`config.mk`:
```
export PLATFORM = sky130hd
export DESIGN_NAME = daot_ctrl
export DESIGN_NICKNAME = d
export VERILOG_FILES = /design/src/hdl/daot_pkg.sv /design/src/hdl/daot_ctrl.sv
export SDC_FILE = /design/constraint.sdc
export NUM_CORES = 1
export LEC_CHECK = 0
export ABC_AREA = 1
export BUFFER_PORTS_ARGS = -buffer_cell sky130_fd_sc_hd__buf_4
export CORE_AREA = 2 2 39 41
export CTS_BUF_LIST = sky130_fd_sc_hd__clkbuf_4
export CTS_CLUSTER_SIZE = 25
export DETAILED_ROUTE_END_ITERATION = 8
export DIE_AREA = 0 0 41 43
export GPL_TIMING_DRIVEN = 0
export PLACE_DENSITY = 0.66
export SETUP_SLACK_MARGIN = 0.5
export SLEW_MARGIN = 10
export SYNTH_ARGS = -nofsm -noshare
export SYNTH_HDL_FRONTEND = slang
export SYNTH_SLANG_ARGS = --single-unit
```
`constraint.sdc`:
```
create_clock -name clk -period 1.55 [get_ports clk]
set_input_delay 0.0775 -clock clk [delete_from_list [all_inputs] [get_ports clk]]
set_output_delay 0.0775 -clock clk [all_outputs]
set_load 0.03 [all_outputs]
```
`src/hdl/daot_pkg.sv`:
```
// Shared types and constants of the outbox tracker: commands, result codes,
// table entry layout and the controller/datapath interface structs.
// No dependencies.
`default_nettype none

package daot_pkg;

	localparam int unsigned SIZE_BITS     = 24;
	localparam int unsigned ID_BITS       = 64;
	localparam int unsigned STATUS_BITS   = 3;
	localparam int unsigned OUT_CNT_BITS  = 6;
	localparam logic [SIZE_BITS-1:0] MAX_BYTES_RST = SIZE_BITS'(65536);

	typedef enum logic [1:0] {
		CMD_PUT   = 2'd0,
		CMD_ACK   = 2'd1,
		CMD_CLEAR = 2'd2
	} cmd_t;

	typedef enum logic [STATUS_BITS-1:0] {
		ST_ADDED     = 3'd0,
		ST_DUP       = 3'd1,
		ST_REJECT    = 3'd2,
		ST_NOT_FOUND = 3'd3,
		ST_FULL      = 3'd4,
		ST_REMOVED   = 3'd5
	} status_t;

	typedef enum logic [2:0] {
		S_IDLE,
		S_DECODE,
		S_SCAN,
		S_SHIFT,
		S_HEAD,
		S_DONE
	} state_t;

	typedef struct packed {
		logic [ID_BITS-1:0]   id_high;
		logic [ID_BITS-1:0]   id_low;
		logic [SIZE_BITS-1:0] size;
	} entry_t;

	typedef struct packed {
		logic [1:0]           command;
		logic [ID_BITS-1:0]   id_high;
		logic [ID_BITS-1:0]   id_low;
		logic [SIZE_BITS-1:0] put_bytes;
	} item_t;

	typedef struct packed {
		status_t                 status;
		logic                    head_valid;
		logic [ID_BITS-1:0]      head_id_high;
		logic [ID_BITS-1:0]      head_id_low;
		logic [SIZE_BITS-1:0]    head_size;
		logic [OUT_CNT_BITS-1:0] pending_count;
		logic [SIZE_BITS-1:0]    bytes_used;
	} result_t;

	// controller -> datapath
	typedef struct packed {
		logic    load;      // capture input item, restart pointer
		logic    set_st;
		status_t st_code;
		logic    scan;      // walk table looking for the id
		logic    shift;     // move entries down over the removed slot
		logic    append;    // write item at tail
		logic    clear;
		logic    ack_done;  // retire removed entry from count and bytes
		logic    head_rd;   // read slot 0 for the result
		logic    out_load;
	} ctl_cmd_t;

	// datapath -> controller
	typedef struct packed {
		logic [1:0] cmd;
		logic       budget_ok;
		logic       hit;
		logic       walk_end;
		logic       full;
		logic       out_free;
	} dp_sts_t;

endpackage

`default_nettype wire

```
`src/hdl/daot_ctrl.sv`:
```
// Sequencing state machine of the outbox tracker.
// Depends on daot_pkg; drives daot_datapath through ctl_cmd_t.
`default_nettype none

module daot_ctrl
	import daot_pkg::*;
(
	input  wire logic     clk,
	input  wire logic     arst_n,
	input  wire logic     in_valid,
	output logic          in_ready,
	input  wire dp_sts_t  sts,
	output ctl_cmd_t      cmd
);

	state_t state_q, state_d;

	always_ff @(posedge clk or negedge arst_n) begin
		if (!arst_n) begin
			state_q <= S_IDLE;
		end else begin
			state_q <= state_d;
		end
	end

	always_comb begin
		state_d  = state_q;
		cmd      = '0;
		cmd.st_code = ST_NOT_FOUND;
		in_ready = 1'b0;
		unique case (state_q)
			S_IDLE: begin
				in_ready = 1'b1;
				if (in_valid) begin
					cmd.load = 1'b1;
					state_d  = S_DECODE;
				end
			end
			S_DECODE: begin
				case (sts.cmd)
					CMD_PUT: begin
						if (sts.budget_ok) begin
							state_d = S_SCAN;
						end else begin
							cmd.set_st  = 1'b1;
							cmd.st_code = ST_REJECT;
							state_d     = S_HEAD;
						end
					end
					CMD_ACK: begin
						state_d = S_SCAN;
					end
					CMD_CLEAR: begin
						cmd.clear   = 1'b1;
						cmd.set_st  = 1'b1;
						cmd.st_code = ST_REMOVED;
						state_d     = S_HEAD;
					end
					default: begin
						cmd.set_st  = 1'b1;
						cmd.st_code = ST_NOT_FOUND;
						state_d     = S_HEAD;
					end
				endcase
			end
			S_SCAN: begin
				cmd.scan = 1'b1;
				if (sts.hit) begin
					if (sts.cmd == CMD_PUT) begin
						cmd.set_st  = 1'b1;
						cmd.st_code = ST_DUP;
						state_d     = S_HEAD;
					end else begin
						state_d = S_SHIFT;
					end
				end else if (sts.walk_end) begin
					cmd.set_st = 1'b1;
					state_d    = S_HEAD;
					if (sts.cmd != CMD_PUT) begin
						cmd.st_code = ST_NOT_FOUND;
					end else if (sts.full) begin
						cmd.st_code = ST_FULL;
					end else begin
						cmd.append  = 1'b1;
						cmd.st_code = ST_ADDED;
					end
				end
			end
			S_SHIFT: begin
				cmd.shift = 1'b1;
				if (sts.walk_end) begin
					cmd.ack_done = 1'b1;
					cmd.set_st   = 1'b1;
					cmd.st_code  = ST_REMOVED;
					state_d      = S_HEAD;
				end
			end
			S_HEAD: begin
				cmd.head_rd = 1'b1;
				state_d     = S_DONE;
			end
			S_DONE: begin
				if (sts.out_free) begin
					cmd.out_load = 1'b1;
					state_d      = S_IDLE;
				end
			end
			default: begin
				state_d = S_IDLE;
			end
		endcase
	end

endmodule

`default_nettype wire

```
# Yosys cells after proc, flatten, opt, wreduce, memory -nomap -nowiden
# Cells that the tools add are included.
[op_classes]
addsub = 0
multipliers = 0
n_div = 0
magnitude_cmp = 0
eq_ne = 9
n_shift = 0
n_mux = 34
bitwise = 0
reduce_logical = 4
[ops]
columns = ["operator", "count"]
rows = [
  ["$mux W3", 8],
  ["$pmux W4 S3", 2],
  ["$mux W4", 5],
  ["$pmux W3 S6", 1],
  ["$mux W1", 17],
  ["$eq A3 B2 Y1 const B", 2],
  ["$eq A3 B3 Y1 const B", 2],
  ["$pmux W3 S2", 1],
  ["$ne A2 B2 Y1 const B", 2],
  ["$eq A3 B1 Y1 const B", 1],
  ["$logic_not A3 Y1", 1],
  ["$eq A2 B1 Y1 const B", 1],
  ["$eq A2 B2 Y1 const B", 1],
  ["$logic_not A2 Y1", 1],
  ["$reduce_and A2 Y1", 1],
  ["$reduce_bool A2 Y1", 1],
]
[totals]
ff_bits = 3
latchBits = 0
mem_bits_rw = 0
rom_bits = 0
output_inout_bits = 13
word_cells = 48
mem_count = 0

# Longest topological paths before layout
[depth]
word_depth = 5
depth_mapped = 8
mapped_depth_nobuf = 8

# Worst setup path before layout
# Ideal clock, no wire load.
[synth_timing]
path_type = "reg2out"
from = "register state_q[2]"
to = "output port cmd[10] (netlist name)"
t_arrival_ns = 1.322
required_ns = 1.472
path_slack_ns = 0.151
path_stages_with_launch = 6
cell_sequence = "dfrtp_1 -> inv_2 -> nand2_2 -> nor3_4 -> nor2_1 -> o21ai_1"
[synth_rtl]
columns = ["item", "line", "text"]
rows = [
  ["start, declared", "daot_ctrl.sv:16", "state_t state_q, state_d;"],
  ["start signal, assigned", "daot_ctrl.sv:22", "state_q <= state_d;"],
  ["end, declared", "daot_ctrl.sv:13", "output ctl_cmd_t cmd"],
]

==> summary.md <==
| Metric | Value |
|---|---|
| Yosys top cell by area | nand2_1 |
| Biggest register | state_q |
| Final-stage net count | approximately 140 |
| Seq/Total Area, Yosys | between 10% and 20% |
| Final HPWL DP | just over 1000 µm |
| Final GP Congestion | 0.731 |
| Initial antenna violation count | 0 |
| CTS tree | yes |
| CP required | 1470 ps |
| # setup viols final | 0 |
| Fill count | 119 |
| Setup TNS | 0 ps |
| Yosys reg bits | 3 |
| Top-area cell type share of the netlist area | between 10% and 20% |
| WL final | about 1400 µm |
| CP dominant cell by count | nand2_2 |
| Chip Height | 43 µm |
| Power density cells | 1730 mW/mm² |
| Gr usage total | 20.1% |
| Max FO, Critical Path | 4 |
| WL/cell | 10.1 µm |
| Share of cells above drive strength 1 | between 50% and 60% |
| Achievable Freq | 0.682 GHz |
| First drt pass iteration count | 4 |
| Final core utilization | 68.8% |
| Clock Path Buffers | 2 |
| CP peak stage delay | 450 ps |
| H-tree depth | 1 |
| Vias in the first global route | 586 |
| Crit path DAT | 1390 ps |
| CTS buffer count | 3 |
| Root buf cell | clkbuf_4 |
| Die extent in x | around 40 µm |
| Crit Path Category | reg2out |
| Avg Vias per Cell | 4.62 |
| Setup ws final | about 85 ps |
| Netlist cell types | 16 |
| Commonest non-fill, non-tap cell in the layout | buf_4 |
| FP Rows | 14 |
| Reg2Reg Setup Slack | between 200 and 300 ps |
| Syn Area/Cell | 5.57 µm² |
| Leakage | ~0.53 nW |
| Slew HR | 81.1% |
| Final setup skew | 1.44 ps |
| Number of port buffers | 22 |
| Final Max Tran Viols | 0 |
| Initial core utilization | a little over a third |
| Max Cap Violations | 0 |
| Peak VDD IR | 0.000979 V |
| Period minus WS final | 1470 ps |
| CTS Sinks | 3 |
| Number of flip-flops in the largest register | 3 |
| Diode count | 0 |
| CP Launch Type | register |
| Synthesized netlist cell count | 88 |
| CP max stage cell | dfrtp_2 |
| Clock Latency Late Sink | 240 ps |
| Area of the die | 0.00176 mm² |
| Final Hold Viols | 0 |
| RSZ-0062 raised after global routing | yes |
| Actual slew at the worst max-slew pin | ~280 ps |
| Commonest non-fill, non-tap cells in the layout | 21 x buf_4, 17 x nand2_1, 15 x nor2_1, 12 x inv_1, 10 x buf_6 |
| Largest net degree at the start of global routing | 6 |
| Core area | 0.00138 mm² |
| Global-route wire length before repair | approximately 2300 µm |
| Io pins | 23 |
| Status | complete, no violations |
| Kind of end point of the critical path | output port |
| Synth area leaders | nand2_1 16%, nor2_1 16%, dfrtp_1 15% |
| ANT nets after route | 0 |
| Area growth syn-to-layout | 94.1% |
| Top flop regs | state_q (3) |
| HP Class | in2async |
| Pre-CTS setup slack | 243 ps |
| Vias | 656 |
| Post-synth net total | between 100 and 150 |
| Worst-path clk slew | 40 ps |
| Ys Warns | 0 |
| Iter 0 DRT Violations | 8 |
| CP Cell Sequence | inv_4, nor2_2, nand2_2, inv_2, nand2_2, inv_2, nor2_2, nand2_2, buf_6 |
| Post-route DRC | 0 |
| Syn Std Cell Area | 490 µm² |
| GRT overflow | 0 |
| Post-route clock period utilization | 94.5% |
kinds of logic (layout without fill, tap and decap cells):
logic type                 after synthesis  after routing  synth area share (%)
and+or+nand+nor                         57             57                  51.3
buffers and inverters                   17             55                  13.0
adders and majority gates                6              6                  15.3
AOI/OAI and AO/OA                        5              5                  5.10
DFF                                      3              3                  15.3
synthesized netlist by cell type:
master	n
or2_0	1
ha_1	6
o21ai_1	1
nor2_1	21
nor2_2	2
nand4_1	1
nand3_1	6
a21oi_1	2
o21ai_0	2
nor3_4	1
dfrtp_1	3
inv_2	4
nand2_1	21
inv_1	13
nor3_1	2
nand2_2	2
final timing paths:
path | cells past startpoint | endpoint | startpoint
setup / recovery | 9 | cmd[9] | state_q[0]$_DFFE_PN0P_
hold / removal | 2 | state_q[2]$_DFFE_PN0P_ | arst_n
setup reg to reg | 8 | state_q[1]$_DFFE_PN0P_ | state_q[0]$_DFFE_PN0P_
hold reg to reg | 4 | state_q[1]$_DFFE_PN0P_ | state_q[1]$_DFFE_PN0P_
max in group asynchronous | 2 | state_q[1]$_DFFE_PN0P_ | arst_n
min in group clk | 4 | state_q[0]$_DFFE_PN0P_ | sts[0]
per-layer routing:
metal	part of all wire (%)	vias up	GRT usage, %
met5	0	-	0
met4	3.1	0	12.0
met3	3.9	5	6.28
met2	51	15	30.0
met1	41	295	23.8
li1	-	341	-
power breakdown:
part	internal, mW	switching (mW)	leakage, nW	total (mW)
Combinational	0.584	0.710	0.473	1.29
Sequential	0.124	0.0662	0.0339	0.190
Clock	0.114	0.0463	0.0184	0.161
metrics by stage:
stage	hold WS (ps)	cells	total power, mW	area [µm²]
floorplan	-218	88	0.822	541
global placement	-132	126	1.09	726
detailed placement	-132	126	1.09	726
CTS	124	139	1.55	905
global route	179	142	1.76	952
finish	148	142	1.64	952
layout make-up:
| class | count | area [µm²] | share of cell area, % |
|---|---|---|---|
| clock buffer | 4 | 30.0 | 3.15 |
| inverter | 17 | 68.8 | 7.23 |
| multi-input combinational | 68 | 434 | 45.6 |
| sequential | 3 | 78.8 | 8.28 |
| tap | 16 | 20.0 | 2.10 |
| timing repair buffer | 34 | 320 | 33.6 |
critical path, delay by kind of cell (launching register included):
kind / cells / cell delay, ps
buf+inv: 4 / 340
flops: 1 / 450
simple gates: 5 / 360
timing repair:
action,in CTS,in global routing
pin swaps,7,4
gates resized for setup,20,8
buffers inserted,8,3
hold endpoints to repair,3,0
endpoints found under the setup margin,16,16
hold buffers,1,0
(Power assumes the default switching activity.)
